==> src/sv/bmpdec_pkg.sv <==
`default_nettype none
package bmpdec_pkg;

	localparam int MAX_WIDTH  = 4096;
	localparam int MAX_HEIGHT = 4096;

	// clamped dimensions hold up to MAX + 1 to mark an oversized image
	localparam int DIM_W = $clog2(((MAX_WIDTH > MAX_HEIGHT) ? MAX_WIDTH : MAX_HEIGHT) + 2);
	localparam int COORD_W = 12;

	localparam logic [31:0] MIN_HEADER_SIZE = 32'd40;
	localparam logic [15:0] PIXEL_BITS      = 16'd24;
	localparam logic [31:0] MIN_PIXEL_START = 32'd30;

	// header byte positions at which a field is complete
	localparam logic [31:0] POS_DATA_OFFSET = 32'd13;
	localparam logic [31:0] POS_HDR_SIZE    = 32'd17;
	localparam logic [31:0] POS_WIDTH       = 32'd21;
	localparam logic [31:0] POS_HEIGHT      = 32'd25;
	localparam logic [31:0] POS_PLANES      = 32'd27;
	localparam logic [31:0] POS_BPP         = 32'd29;

	typedef enum logic [2:0] {
		ST_PIXEL      = 3'd0,
		ST_HDR_SMALL  = 3'd1,
		ST_BAD_PLANES = 3'd2,
		ST_BAD_BPP    = 3'd3,
		ST_ZERO_HGT   = 3'd4,
		ST_TOO_LARGE  = 3'd5,
		ST_BAD_OFFSET = 3'd6
	} status_t;

	typedef struct packed {
		status_t              status;
		logic [7:0]           red;
		logic [7:0]           green;
		logic [7:0]           blue;
		logic [COORD_W-1:0]   column;
		logic [COORD_W-1:0]   row;
		logic                 last_pixel;
	} result_t;

endpackage
`default_nettype wire

==> src/sv/bmp_bgr24_stream_decoder_top.sv <==
`default_nettype none
// Streaming decoder for 24-bit BMP files. One file byte is taken per word on the
// input channel, with first_byte set on byte zero to restart parsing (parsing
// also starts fresh after reset). The header is checked as it passes; the first
// failed check yields one error word and later bytes are dropped until the next
// restart. Pixel bytes (after the data offset, with row padding removed) yield
// one RGB word per three bytes, with column and top-to-bottom row. The block
// takes one byte per clock: each byte goes through an input register, then the
// field and counter logic, into a two-word output queue. The input
// stalls when the queued words and the byte in the input register add up to two
// and no word leaves in that cycle.
module bmp_bgr24_stream_decoder_top
	import bmpdec_pkg::*;
(
	input  wire logic               clk,
	input  wire logic               arst_n,
	input  wire logic               in_valid,
	output logic                    in_ready,
	input  wire logic [7:0]         file_byte,
	input  wire logic               first_byte,
	output logic                    out_valid,
	input  wire logic               out_ready,
	output logic [2:0]              status,
	output logic [7:0]              red,
	output logic [7:0]              green,
	output logic [7:0]              blue,
	output logic [COORD_W-1:0]      column,
	output logic [COORD_W-1:0]      row,
	output logic                    last_pixel
);

	typedef enum logic [1:0] {
		PH_HEADER,
		PH_SKIP,
		PH_PIXELS,
		PH_DONE
	} phase_t;

	// input register
	logic       valid_s1;
	logic [7:0] file_byte_s1;
	logic       first_byte_s1;

	// parser state
	logic [31:0]        byte_offset_q;
	logic [31:0]        field_q;
	logic [31:0]        data_start_q;
	logic [DIM_W-1:0]   width_q;
	logic [DIM_W-1:0]   height_q;
	logic               bottom_up_q;
	logic [COORD_W-1:0] col_cnt_q;
	logic [COORD_W-1:0] row_cnt_q;
	logic [1:0]         pad_left_q;
	logic [1:0]         chan_q;
	logic [15:0]        bg_q;
	phase_t             phase_q;

	// next state
	logic [31:0]        byte_offset_d;
	logic [31:0]        field_d;
	logic [31:0]        data_start_d;
	logic [DIM_W-1:0]   width_d;
	logic [DIM_W-1:0]   height_d;
	logic               bottom_up_d;
	logic [COORD_W-1:0] col_cnt_d;
	logic [COORD_W-1:0] row_cnt_d;
	logic [1:0]         pad_left_d;
	logic [1:0]         chan_d;
	logic [15:0]        bg_d;
	phase_t             phase_d;

	logic    emit;
	result_t res;

	// output queue
	result_t     entry_q [2];
	logic        wr_ptr_q;
	logic        rd_ptr_q;
	logic [1:0]  cnt_q;
	logic        push;
	logic        pop;
	logic [1:0]  occ;

	localparam logic [DIM_W-1:0] WIDTH_OVER  = DIM_W'(MAX_WIDTH + 1);
	localparam logic [DIM_W-1:0] HEIGHT_OVER = DIM_W'(MAX_HEIGHT + 1);

	always_comb begin
		logic [31:0]      v;
		logic [31:0]      mag;
		logic             pixel_go;
		logic [DIM_W-1:0] col_next;
		logic [DIM_W-1:0] row_next;
		logic [DIM_W-1:0] row_flip;

		byte_offset_d = byte_offset_q;
		field_d       = field_q;
		data_start_d  = data_start_q;
		width_d       = width_q;
		height_d      = height_q;
		bottom_up_d   = bottom_up_q;
		col_cnt_d     = col_cnt_q;
		row_cnt_d     = row_cnt_q;
		pad_left_d    = pad_left_q;
		chan_d        = chan_q;
		bg_d          = bg_q;
		phase_d       = phase_q;
		if (first_byte_s1) begin
			byte_offset_d = '0;
			field_d       = '0;
			data_start_d  = '0;
			width_d       = '0;
			height_d      = '0;
			bottom_up_d   = 1'b0;
			col_cnt_d     = '0;
			row_cnt_d     = '0;
			pad_left_d    = '0;
			chan_d        = '0;
			bg_d          = '0;
			phase_d       = PH_HEADER;
		end

		emit     = 1'b0;
		res      = '0;
		pixel_go = 1'b0;
		v        = {file_byte_s1, field_d[31:8]};
		mag      = v[31] ? (32'd0 - v) : v;
		col_next = '0;
		row_next = '0;
		row_flip = '0;

		case (phase_d)
			PH_HEADER: begin
				field_d = v;
				case (byte_offset_d)
					POS_DATA_OFFSET: data_start_d = v;
					POS_HDR_SIZE: begin
						if (v < MIN_HEADER_SIZE) begin
							emit = 1'b1;
							res.status = ST_HDR_SMALL;
						end
					end
					POS_WIDTH: begin
						if (v[31] || v > 32'(MAX_WIDTH))
							width_d = WIDTH_OVER;
						else
							width_d = v[DIM_W-1:0];
					end
					POS_HEIGHT: begin
						bottom_up_d = (v != 32'd0) && !v[31];
						if (mag > 32'(MAX_HEIGHT))
							height_d = HEIGHT_OVER;
						else
							height_d = mag[DIM_W-1:0];
					end
					POS_PLANES: begin
						if (v[31:16] != 16'd1) begin
							emit = 1'b1;
							res.status = ST_BAD_PLANES;
						end
					end
					POS_BPP: begin
						emit = 1'b1;
						if (v[31:16] != PIXEL_BITS)
							res.status = ST_BAD_BPP;
						else if (height_d == '0)
							res.status = ST_ZERO_HGT;
						else if (width_d > DIM_W'(MAX_WIDTH) || height_d > DIM_W'(MAX_HEIGHT))
							res.status = ST_TOO_LARGE;
						else if (data_start_d < MIN_PIXEL_START)
							res.status = ST_BAD_OFFSET;
						else begin
							emit = 1'b0;
							phase_d = (width_d == '0) ? PH_DONE : PH_SKIP;
						end
					end
					default: ;
				endcase
				if (emit)
					phase_d = PH_DONE;
			end
			PH_SKIP: begin
				if (byte_offset_d >= data_start_d) begin
					phase_d  = PH_PIXELS;
					pixel_go = 1'b1;
				end
			end
			PH_PIXELS: pixel_go = 1'b1;
			default: ;
		endcase

		if (pixel_go) begin
			if (pad_left_d != 2'd0) begin
				pad_left_d = pad_left_d - 2'd1;
			end else if (chan_d == 2'd0) begin
				bg_d   = {8'd0, file_byte_s1};
				chan_d = 2'd1;
			end else if (chan_d == 2'd1) begin
				bg_d   = {file_byte_s1, bg_d[7:0]};
				chan_d = 2'd2;
			end else begin
				chan_d   = 2'd0;
				row_flip = height_d - DIM_W'(1) - DIM_W'(row_cnt_d);
				emit       = 1'b1;
				res.status = ST_PIXEL;
				res.red    = file_byte_s1;
				res.green  = bg_d[15:8];
				res.blue   = bg_d[7:0];
				res.column = col_cnt_d;
				res.row    = bottom_up_d ? row_flip[COORD_W-1:0] : row_cnt_d;
				col_next   = DIM_W'(col_cnt_d) + DIM_W'(1);
				if (col_next >= width_d) begin
					col_cnt_d = '0;
					row_next  = DIM_W'(row_cnt_d) + DIM_W'(1);
					row_cnt_d = row_next[COORD_W-1:0];
					// padding to a 4-byte row: (4 - 3w mod 4) mod 4 equals w mod 4
					pad_left_d = width_d[1:0];
					if (row_next >= height_d) begin
						res.last_pixel = 1'b1;
						phase_d = PH_DONE;
					end
				end else begin
					col_cnt_d = col_next[COORD_W-1:0];
				end
			end
		end

		if (byte_offset_d != 32'hFFFF_FFFF)
			byte_offset_d = byte_offset_d + 32'd1;
	end

	// handshake: room for the word in the input register once it reaches the queue
	assign pop      = out_valid && out_ready;
	assign push     = valid_s1 && emit;
	assign occ      = cnt_q + {1'b0, valid_s1};
	assign in_ready = (occ < 2'd2) || ((occ == 2'd2) && pop);

	always_ff @(posedge clk or negedge arst_n) begin
		if (!arst_n) begin
			valid_s1 <= 1'b0;
		end else begin
			valid_s1 <= in_valid && in_ready;
		end
	end

	always_ff @(posedge clk) begin
		if (in_valid && in_ready) begin
			file_byte_s1  <= file_byte;
			first_byte_s1 <= first_byte;
		end
	end

	always_ff @(posedge clk or negedge arst_n) begin
		if (!arst_n) begin
			byte_offset_q <= '0;
			field_q       <= '0;
			data_start_q  <= '0;
			width_q       <= '0;
			height_q      <= '0;
			bottom_up_q   <= 1'b0;
			col_cnt_q     <= '0;
			row_cnt_q     <= '0;
			pad_left_q    <= '0;
			chan_q        <= '0;
			bg_q          <= '0;
			phase_q       <= PH_HEADER;
		end else if (valid_s1) begin
			byte_offset_q <= byte_offset_d;
			field_q       <= field_d;
			data_start_q  <= data_start_d;
			width_q       <= width_d;
			height_q      <= height_d;
			bottom_up_q   <= bottom_up_d;
			col_cnt_q     <= col_cnt_d;
			row_cnt_q     <= row_cnt_d;
			pad_left_q    <= pad_left_d;
			chan_q        <= chan_d;
			bg_q          <= bg_d;
			phase_q       <= phase_d;
		end
	end

	always_ff @(posedge clk or negedge arst_n) begin
		if (!arst_n) begin
			wr_ptr_q <= 1'b0;
			rd_ptr_q <= 1'b0;
			cnt_q    <= 2'd0;
		end else begin
			if (push)
				wr_ptr_q <= !wr_ptr_q;
			if (pop)
				rd_ptr_q <= !rd_ptr_q;
			case ({push, pop})
				2'b10:   cnt_q <= cnt_q + 2'd1;
				2'b01:   cnt_q <= cnt_q - 2'd1;
				default: cnt_q <= cnt_q;
			endcase
		end
	end

	always_ff @(posedge clk) begin
		if (push)
			entry_q[wr_ptr_q] <= res;
	end

	assign out_valid  = (cnt_q != 2'd0);
	assign status     = entry_q[rd_ptr_q].status;
	assign red        = entry_q[rd_ptr_q].red;
	assign green      = entry_q[rd_ptr_q].green;
	assign blue       = entry_q[rd_ptr_q].blue;
	assign column     = entry_q[rd_ptr_q].column;
	assign row        = entry_q[rd_ptr_q].row;
	assign last_pixel = entry_q[rd_ptr_q].last_pixel;

endmodule
`default_nettype wire
==> config.mk <==
export PLATFORM = sky130hd
export DESIGN_NAME = bmp_bgr24_stream_decoder_top
export DESIGN_NICKNAME = d
export VERILOG_FILES = /design/src/sv/bmpdec_pkg.sv /design/src/sv/bmp_bgr24_stream_decoder_top.sv
export SDC_FILE = /design/constraint.sdc
export NUM_CORES = 1
export LEC_CHECK = 0
export BUFFER_PORTS_ARGS = -buffer_cell sky130_fd_sc_hd__buf_2
export CORE_UTILIZATION = 40
export DETAILED_ROUTE_END_ITERATION = 12
export HOLD_SLACK_MARGIN = 0.02
export SLEW_MARGIN = 40
export SYNTH_ARGS = -nofsm -noshare
export SYNTH_HDL_FRONTEND = slang
export SYNTH_SLANG_ARGS = --single-unit
==> constraint.sdc <==
create_clock -name clk -period 7.4 [get_ports clk]
set_input_delay 0.74 -clock clk [delete_from_list [all_inputs] [get_ports clk]]
set_output_delay 0.74 -clock clk [all_outputs]
set_load 0.02 [all_outputs]
### Word level (Yosys, flattened, before mapping)

Memory sizes are Yosys's and may differ from the RTL's.
Cells that the tools add are included.

| storage, ports and cells | value |
|---|---|
| register bits after elaboration | 175 |
| bits in writable memories | 104 |
| output and inout bits | 54 |
| input port bits | 13 |
| logic and storage cells | 169 |
| memories | 1 |

Memories:

| memory | words | bits a word | rd ports | clocked after Yosys merged registers in | write ports | line | RTL |
|---|---|---|---|---|---|---|---|
| entry_q | 2 | 52 | 1 | 0 | 1 | bmp_bgr24_stream_decoder_top.sv:76 | `result_t entry_q [2];` |

| cells by class | value |
|---|---|
| equal/unequal tests | 15 |
| add/subtract/negate cells | 10 |
| order comparisons | 10 |
| multiplexer cells | 96 |
| reductions and logical operators | 19 |

Operators by type and width:

| cell | count |
|---|---|
| 2-to-1 mux 32 bit | 8 |
| 2-to-1 mux 52 bit | 4 |
| equality test 32 x 5 -> 1 bit (second input constant) | 5 |
| 2-to-1 mux 12 bit | 13 |
| 2-to-1 mux 13 bit | 8 |
| 2-to-1 mux 16 bit | 5 |
| greater-than comparator 32 x 13 -> 1 bit (second input constant) | 2 |
| 2-to-1 mux 2 bit | 27 |
| adder 32 x 1 -> 32 bit (second input constant) | 1 |
| equality test 32 x 4 -> 1 bit (second input constant) | 1 |
| greater-or-equal comparator 32 bit | 1 |
| less-than comparator 32 x 5 -> 1 bit (second input constant) | 1 |
| less-than comparator 32 x 6 -> 1 bit (second input constant) | 1 |
| != test 32 bit (second input constant) | 1 |
| nonzero test 32 bit | 1 |
| subtractor 1 x 32 -> 32 bit (first input constant) | 1 |
| adder 12 x 1 -> 13 bit (second input constant) | 2 |
| greater-or-equal comparator 13 bit | 2 |
| greater-than comparator 13 bit (second input constant) | 2 |
| logical NOT 13 bit | 2 |
| 2-to-1 mux 1 bit | 21 |
| != test 16 x 1 -> 1 bit (second input constant) | 1 |
| != test 16 x 5 -> 1 bit (second input constant) | 1 |
| 2-to-1 mux 3 bit | 5 |
| 17 further kinds | 34 |

### Depth between registers and ports, before layout

Gate-level depths: netlist of the first run.

| depth | value |
|---|---|
| depth after elaboration | 16 |
| gate-level depth with buffers | 32 |
| gate-level depth less buffers | 24 |

### Least setup slack after synthesis of the first run

No wires, ideal clock.

| path | value |
|---|---|
| path kind | register -> register |
| start | register first_byte_s1 |
| end | memory entry_q[0][0] (netlist bit) (enable) |
| setup time | 0.468 ns |
| buffers on the path | 10 |
| path slack | 0.530 ns |
| required time | 6.932 ns |
| stages on the path, launching flop included | 20 |
| arrival | 6.402 ns |
| cells stage by stage | edfxtp_1 > buf_2 > buf_4 > clkbuf_1 > buf_2 > buf_2 > buf_2 > buf_2 > buf_2 > clkbuf_1 > clkbuf_1 > nor2_1 > ha_1 > nand4_1 > a211o_1 > nand2b_1 > o21ai_1 > o211ai_1 > o2bb2ai_1 > nor2b_1 |

| on the way | value |
|---|---|
| cells in the longest elaborated chain, start to end | 16 |
| elaborated cells between the ends (all ways) | 44 |
| those cells by class | order compare: 5; eq/ne: 8; mux: 25; reduce/logical: 6 |

RTL lines:

| item | line | RTL |
|---|---|---|
| start: declaration | bmp_bgr24_stream_decoder_top.sv:42 | `logic first_byte_s1;` |
| start signal: assignment | bmp_bgr24_stream_decoder_top.sv:248 | `first_byte_s1 <= first_byte;` |
| 2-to-1 mux 32 bit / 2-to-1 mux 13 bit (equally long branches) | bmp_bgr24_stream_decoder_top.sv:107 | `if (first_byte_s1) begin` |
| less-than comparator 32 x 5 -> 1 bit / greater-than comparator 13 bit (equally long branches) | bmp_bgr24_stream_decoder_top.sv:169, bmp_bgr24_stream_decoder_top.sv:167 |  |
| 2-to-1 mux 1 bit / logical OR 1 bit (equally long branches) | bmp_bgr24_stream_decoder_top.sv:169, bmp_bgr24_stream_decoder_top.sv:167 |  |
| 2-to-1 mux 1 bit | bmp_bgr24_stream_decoder_top.sv:167 | `else if (width_d > DIM_W'(MAX_WIDTH) \|\| height_d > DIM_W'(MAX_HEIGHT))` |
| 2-to-1 mux 1 bit | bmp_bgr24_stream_decoder_top.sv:165 | `else if (height_d == '0)` |
| 2-to-1 mux 1 bit | bmp_bgr24_stream_decoder_top.sv:163 | `if (v[31:16] != PIXEL_BITS)` |
| one-hot mux 1 bit (3 select lines) | bmp_bgr24_stream_decoder_top.sv:134 | `case (byte_offset_d)` |
| 2-to-1 mux 1 bit (2 in series) | bmp_bgr24_stream_decoder_top.sv:131 | `case (phase_d)` |
| 2-to-1 mux 1 bit | bmp_bgr24_stream_decoder_top.sv:197 | `end else if (chan_d == 2'd1) begin` |
| 2-to-1 mux 1 bit | bmp_bgr24_stream_decoder_top.sv:194 | `end else if (chan_d == 2'd0) begin` |
| 2-to-1 mux 1 bit | bmp_bgr24_stream_decoder_top.sv:192 | `if (pad_left_d != 2'd0) begin` |
| 2-to-1 mux 1 bit (*) | bmp_bgr24_stream_decoder_top.sv:191 | `if (pixel_go) begin` |
| logical AND 1 bit (*) | bmp_bgr24_stream_decoder_top.sv:233 | `assign push = valid_s1 && emit;` |
| 2-to-1 mux 1 bit (*) | bmp_bgr24_stream_decoder_top.sv:301 | `if (push)` |
| 2-to-1 mux 1 bit (not written as such) (*) | bmp_bgr24_stream_decoder_top.sv:302 | `entry_q[wr_ptr_q] <= res;` |
| end: declaration | bmp_bgr24_stream_decoder_top.sv:76 |  |

Every way passes the cells marked *; elsewhere a longest branch is shown, timed or not. The select of a mux whose other input is x is not followed.

==> results of run 1 <==
## layout make-up
cell class,instances,area share
Timing Repair Buffer,89,0.0298
Sequential cell,279,0.400
Clock buffer,36,0.0448
Multi-Input combinational cell,1274,0.464
Clock inverter,20,0.0146
Tap cell,539,0.0358
Inverter,53,0.0106
## cell usage in the layout (no fill, tap or decap), types with 9 or more instances in the layout
master / n
clkbuf_16: 31
nor3_1: 42
mux2_2: 59
o21ai_1: 16
buf_4: 19
xnor2_1: 41
a211oi_1: 10
or3_1: 10
o2bb2ai_1: 41
a21o_1: 39
nor2b_1: 60
a21oi_1: 71
o21ai_0: 46
and2_1: 42
nand4_1: 29
nand2b_1: 16
o211ai_1: 9
xor2_1: 31
and3_1: 14
a22o_1: 49
inv_1: 51
edfxtp_1: 113
nor2_1: 105
a31oi_1: 10
nor4_1: 33
a22oi_1: 28
ha_1: 79
buf_2: 65
dfrtp_1: 165
nand2_1: 180
nand3_1: 43
or2_2: 9
o21a_1: 18
## path summary, 6_finish.rpt
check / end / slack, ns
setup / recovery: entry_q[0][12] / 0.82
hold / removal: col_cnt_q[7] / 0.05
setup reg to reg: entry_q[0][12] / 0.82
hold reg to reg: bg_q[0] / 0.49
max in group asynchronous: rd_ptr_q / 6.05
min in group clk: file_byte_s1[2] / 0.34
## sequential cells by signal, summed over array words and instances, names as in the netlist, 8 cells and up
register	flops
row_cnt_q	12
height_q	13
col_cnt_q	12
width_q	13
field_q	24
file_byte_s1	8
data_start_q	32
entry_q	104
bg_q	16
byte_offset_q	32
## cells by family (layout without fill, tap and decap cells)
logic type,after synthesis,after routing,synth area share
xor gates and xnor gates,72,72,0.0372
and+or+nand+nor,640,640,0.197
muxes,65,65,0.0428
DFF,279,279,0.446
buffers and inverters,169,198,0.0401
adders and majority gates,81,81,0.0601
AOI/OAI and AO/OA,416,416,0.178
## per-layer routing
layer / vias up / global-route usage / wire (um)
li1: 6370 / - / -
met2: 366 / 0.332 / 21000
met4: 0 / 0.0603 / 961
met5: - / 0 / 0
met3: 65 / 0.0278 / 2320
met1: 6560 / 0.302 / 21700
## power breakdown
group          internal, mW  switching, mW  total [mW]
Clock                  1.02          0.652        1.68
Sequential             1.75          0.367        2.12
Combinational         0.843           1.43        2.27
## critical path, stage by stage, from the launching register on
cell and delay (ns):
edfxtp_1 0.41, buf_12 0.42, nand2b_1 0.20, ha_1 0.42, nor2b_1 0.19, mux2_2 0.29
a221oi_1 0.36, nand2_1 0.09, nor4_1 0.34, a211oi_1 0.13, nand4b_2 0.47, o21a_1 0.34
inv_1 0.10, ha_1 0.24, a21o_1 0.15, a21oi_1 0.22, o21bai_1 0.12, a31o_2 0.27
a41o_1 0.24, o41ai_1 0.56, or4b_2 0.24, o311ai_1 0.09, a41oi_1 0.24, mux2i_1 0.25
==> summary.txt, run 1 <==
Status
  • Status: finished, final reports clean

Global route
  • Vias in the first global route: 12841
  • GRT Util Overall: 0.211
  • Global route overflow: 0
  • Largest net degree at the start of global routing: 116
  • First-pass GRT wire length: 73000 um
  • Initial antenna violation count: 0

STA
  • Measured slew at the worst slew-check pin: 0.831 ns
  • TNS Setup: 0 ns
  • Setup ws final: 0.821 ns
  • Max transition margin: 0.441
  • Fin. Hold Viols: 0
  • Final critical-path share of the clock period: 0.889
  • FMAX: 0.152 GHz
  • Min Tclk post-route: 6.58 ns
  • Unrepaired setup endpoints after global routing: no
  • Final Max Slew Viols: 0
  • Final clock skew: 0.0153 ns
  • Hold Slack: 0.0493 ns
  • Setup violators final: 0

Critical path
  • R2R cell count: 23
  • Beginning of the critical path: first_byte_s1
  • Critical Path RT: 7.80 ns
  • CP Capture Type: flip-flop
  • Worst reg2reg path startpoint: first_byte_s1
  • Arrival time at the worst endpoint: 6.98 ns
  • Category of the most critical setup path: reg2reg
  • CP max FO: 115
  • CP startpoint kind: flip-flop

Clock tree
  • H-tree lvl count: 1
  • Sink Count: 279
  • Post-CTS setup buffers: 0
  • CTS Root Cell: clkbuf_16
  • Worst skew pair latency: 0.57 ns
  • CTS tree: built
  • Post-CTS sizing: 0
  • # hold bufs at CTS: 0
  • CTS buffer count: 30
  • Clk slew on worst S/H paths: 0.07 ns
  • Clock buffer depth: 3

Cells and area
  • # fillers: 3981
  • Post-Layout Inst Area: 0.0189 mm2
  • Diodes inserted: 0
  • Fraction of layout cells with a size suffix above 1: 0.141
  • Multi-input logic area: 0.00875 mm2
  • Register area: 0.00755 mm2
  • Non-filler cells, final: 2290
  • Util after Layout: 0.450
  • # nets final: 1820
  • P&R area growth vs syn: 11.3%

Yosys
  • Post-synth top cells: 180 x nand2_1, 166 x dfrtp_1, 113 x edfxtp_1
  • Ys flop type: dfrtp_1
  • Syn Area/Cell: 9.84 um2
  • Count leader, synth: nand2_1
  • Register area share after synthesis: 0.446
  • Post-synth ARST share: 0.595
  • Mapped Cells: 1722
  • YS warnings: 0
  • Cell area after synthesis: 0.0169 mm2
  • Net Count, Synth: 1815
  • Synth top area cells: dfrtp_1 25%, edfxtp_1 20%, ha_1 5.8%
  • #FFs+latches synth: 279
  • Largest area contributor in the netlist: dfrtp_1
  • EDFF count, synth: 113
  • Post-synth top area share: 0.245
  • Distinct cells, synth: 85

Place
  • IO Port Bufs: 66
  • GPL Wtd Cong: 0.948
  • Placed insts: 2232
  • Placed Area: 0.0177 mm2
  • Dpl ws: 0.927 ns
  • DP HPWL: 31400 um

Detailed routing
  • Via count: 13361
  • DRC errors left: 0
  • Initial DRC count: 1099
  • Vias/cell: 5.83
  • DR WL/cell: 20.1 um
  • WL final: 45900 um
  • DRT antenna net count: 0
  • TritonRoute pass-1 iters: 7

Die
  • Die ar.: 0.0432 mm2
  • Die Height: 208 um
  • Die width: 208 um
  • Top Ports: 67
  • Initial Util: 0.405
  • Core ar.: 0.0419 mm2
  • Rows: 75

Power and ir drop
  • VDD IR-drop max: 0.000202 V
  • Total power: 6.07 mW
  • Leak pwr: 7.45 nW
  • Power Density: 322 mW/mm2

Job
  • Max-Cap Viols: 0

Min path
  • Worst Hold Class: in2async
Note: power is estimated with default switching activity, not from simulation.
==> run 2: changes to the inputs <==
--- a/config.mk
+++ b/config.mk
@@ -9,6 +9,7 @@
 export CORE_UTILIZATION = 40
 export DETAILED_ROUTE_END_ITERATION = 12
 export HOLD_SLACK_MARGIN = 0.02
+export PLACE_DENSITY_LB_ADDON = 0.2
 export SLEW_MARGIN = 40
 export SYNTH_ARGS = -nofsm -noshare
 export SYNTH_HDL_FRONTEND = slang
==> run 2 against run 1 <==
First-iteration DRC count shrank 4.7%. Flip-flop and latch count is the same. Die area is the same. Global-route usage grew 0.26 points. Count of clock-buffer cells in the layout grew 7. Combinational power grew 2%. Final cell count grew 0.31%. Critical endpoint is now entry_q[1][12]. Highest routed layer unchanged.
==> summary.txt, run 2 (synthesized netlist as in run 1, its figures left out) <==
Place
  • GPL Wtd Cong: 0.933 (-1.6%)
  • IO Port Bufs: 66 (unchanged)
  • Placed insts: 2241 (+0.40%)
  • DP HPWL: 31900 um (+1.5%)

Clock tree
  • Post-CTS setup buffers: 0 (unchanged)
  • CTS Root Cell: clkbuf_16
  • # hold bufs at CTS: 0 (unchanged)
  • H-tree lvl count: 1 (unchanged)
  • Worst skew pair latency: 0.57 ns (about the same)
  • CTS buffer count: 30 (unchanged)
  • Clk slew on worst S/H paths: 0.07 ns (about the same)
  • Sink Count: 279 (unchanged)
  • Clock buffer depth: 3 (unchanged)
  • Post-CTS sizing: 0 (unchanged)
  • CTS tree: built

Die
  • Rows: 75 (unchanged)
  • Core ar.: 0.0419 mm2 (unchanged)
  • Die width: 208 um (unchanged)
  • Top Ports: 67 (unchanged)
  • Initial Util: 0.405 (unchanged)
  • Die ar.: 0.0432 mm2 (unchanged)
  • Die Height: 208 um (unchanged)

Detailed routing
  • TritonRoute pass-1 iters: 5 (-2)
  • DRC errors left: 0 (unchanged)
  • DR WL/cell: 20.1 um (+0.35%)
  • WL final: 46300 um (+0.66%)
  • Vias/cell: 5.75 (-1.4%)
  • Initial DRC count: 1047 (-4.7%)
  • Via count: 13215 (-1.1%)
  • DRT antenna net count: 0 (unchanged)

Critical path
  • CP max FO: 43 (-63%)
  • Critical Path RT: 7.80 ns (about the same)
  • Category of the most critical setup path: reg2reg
  • Arrival time at the worst endpoint: 7.18 ns (+0.20 ns)
  • CP startpoint kind: flip-flop
  • CP Capture Type: flip-flop
  • R2R setup slack: 0.61 ns (-0.21 ns)

Status
  • Status: finished, final reports clean

STA
  • Setup violators final: 0 (unchanged)
  • Final critical-path share of the clock period: 0.917 (+0.0279)
  • Final Max Slew Viols: 0 (unchanged)
  • Unrepaired setup endpoints after global routing: no
  • TNS Setup: 0 ns (unchanged)
  • Min Tclk post-route: 6.79 ns (+0.206 ns)
  • Hold Slack: 0.162 ns (+0.113 ns)
  • Measured slew at the worst slew-check pin: 0.789 ns (-0.0427 ns)
  • Max transition margin: 0.470 (+0.0292)
  • FMAX: 0.147 GHz (-3.0%)
  • Final clock skew: 0.0147 ns (-0.000577 ns)
  • Fin. Hold Viols: 0 (unchanged)

Cells and area
  • Largest registers: entry_q x104, byte_offset_q x32, data_start_q x32
  • Register area: 0.00755 mm2 (unchanged)
  • Multi-input logic area: 0.00875 mm2 (about the same)
  • # nets final: 1827 (+0.38%)
  • Register with the most flip-flops: entry_q
  • P&R area growth vs syn: 10.5%
  • # fillers: 3947 (-0.85%)
  • Commonest non-fill, non-tap cell in the layout: nand2_1
  • Max reg flops: 104 (unchanged)
  • Diodes inserted: 0 (unchanged)
  • Fraction of layout cells with a size suffix above 1: 0.139 (-0.00227)
  • Non-filler cells, final: 2297 (+0.31%)
  • Commonest non-fill, non-tap cells in the layout: 180 x nand2_1, 165 x dfrtp_1, 113 x edfxtp_1, 105 x nor2_1, 79 x ha_1

Power and ir drop
  • Total power: 5.91 mW (-2.6%)
  • Leak pwr: 7.42 nW (-0.50%)
  • Power share of the sequential group: 0.350 (about the same)
  • Sw Ratio: 0.410 (+0.00646)
  • Int Power: 3.49 mW (-3.6%)
  • VDD IR-drop max: 0.000206 V (+1.5%)
  • Logic pwr share: 0.393 (+0.019)
  • NetSw: 2.42 mW (-1.0%)
  • Power Density: 316 mW/mm2 (-1.9%)
  • Clock network power share: 0.257 (-0.019)

Global route
  • First-pass GRT wire length: 73700 um (+0.96%)
  • Initial antenna violation count: 0 (unchanged)
  • Largest net degree at the start of global routing: 69 (-41%)
  • Vias in the first global route: 12775 (-0.51%)
  • GRT Util Overall: 0.213 (+0.00256)
  • Global route overflow: 0 (unchanged)

Job
  • Max-Cap Viols: 0 (unchanged)

Min path
  • Worst Hold Class: in2async
[run 2: critical path: stages (launching register included)]
cell and delay [ns]:
edfxtp_1 0.61, buf_4 0.48, nand2b_1 0.40, nor3_1 0.08, a2111oi_0 0.70, buf_4 0.25, nand2_1 0.05, nor4_1 0.36
a211oi_1 0.15, nand4b_2 0.48, o21a_1 0.34, inv_1 0.11, ha_1 0.24, a21o_1 0.16, a21oi_1 0.22, o21bai_1 0.11
a31o_2 0.26, a41o_1 0.25, o41ai_1 0.51, or4b_2 0.24, o311ai_1 0.09, a41oi_1 0.24, mux2i_1 0.26
[run 2: path summary, 6_finish.rpt]
check                               from                end  cells after the start
min reg2reg                      bg_q[4]            bg_q[4]                      1
max in group asynchronous         arst_n  byte_offset_q[26]                      2
min in group clk            file_byte[5]    file_byte_s1[5]                      1
min                               arst_n       col_cnt_q[8]                      1
max                        first_byte_s1     entry_q[1][12]                     22
max reg2reg                first_byte_s1     entry_q[1][12]                     22
[run 2: power by group through the flow]
stage | clock network (mW) | logic (mW) | registers (mW)
2_1_floorplan | 0 | 1.72 | 1.86
3_3_place_gp | 0 | 2.31 | 2.08
3_5_place_dp | 0 | 2.31 | 2.09
4_1_cts | 1.55 | 2.32 | 2.06
5_1_grt | 1.62 | 2.51 | 2.09
6_report | 1.52 | 2.32 | 2.07
[run 2: layout make-up]
cell class / instances / share of cell area
Tap cell: 539 / 0.0360
Sequential cell: 279 / 0.403
Inverter: 53 / 0.0106
Timing Repair Buffer: 96 / 0.0302
Multi-Input combinational cell: 1274 / 0.467
Clock inverter: 13 / 0.00641
Clock buffer: 43 / 0.0466
[run 2: per-stage QoR]
stage / utilization / instance area, um2 / setup slack [ns]
floorplan: - / 16900 / 0.530
global placement: 0.423 / 17700 / 0.864
detailed placement: 0.423 / 17700 / 0.823
CTS: 0.447 / 18700 / 0.777
global route: 0.447 / 18700 / 0.232
finish: 0.447 / 18700 / 0.614
[run 2: routing by layer]
layer	global-route usage	up-vias	routed length, um
met1	0.310	6406	22000
met4	0.0792	0	1610
met2	0.321	356	20300
li1	-	6380	-
met3	0.0303	73	2340
met5	0	-	0
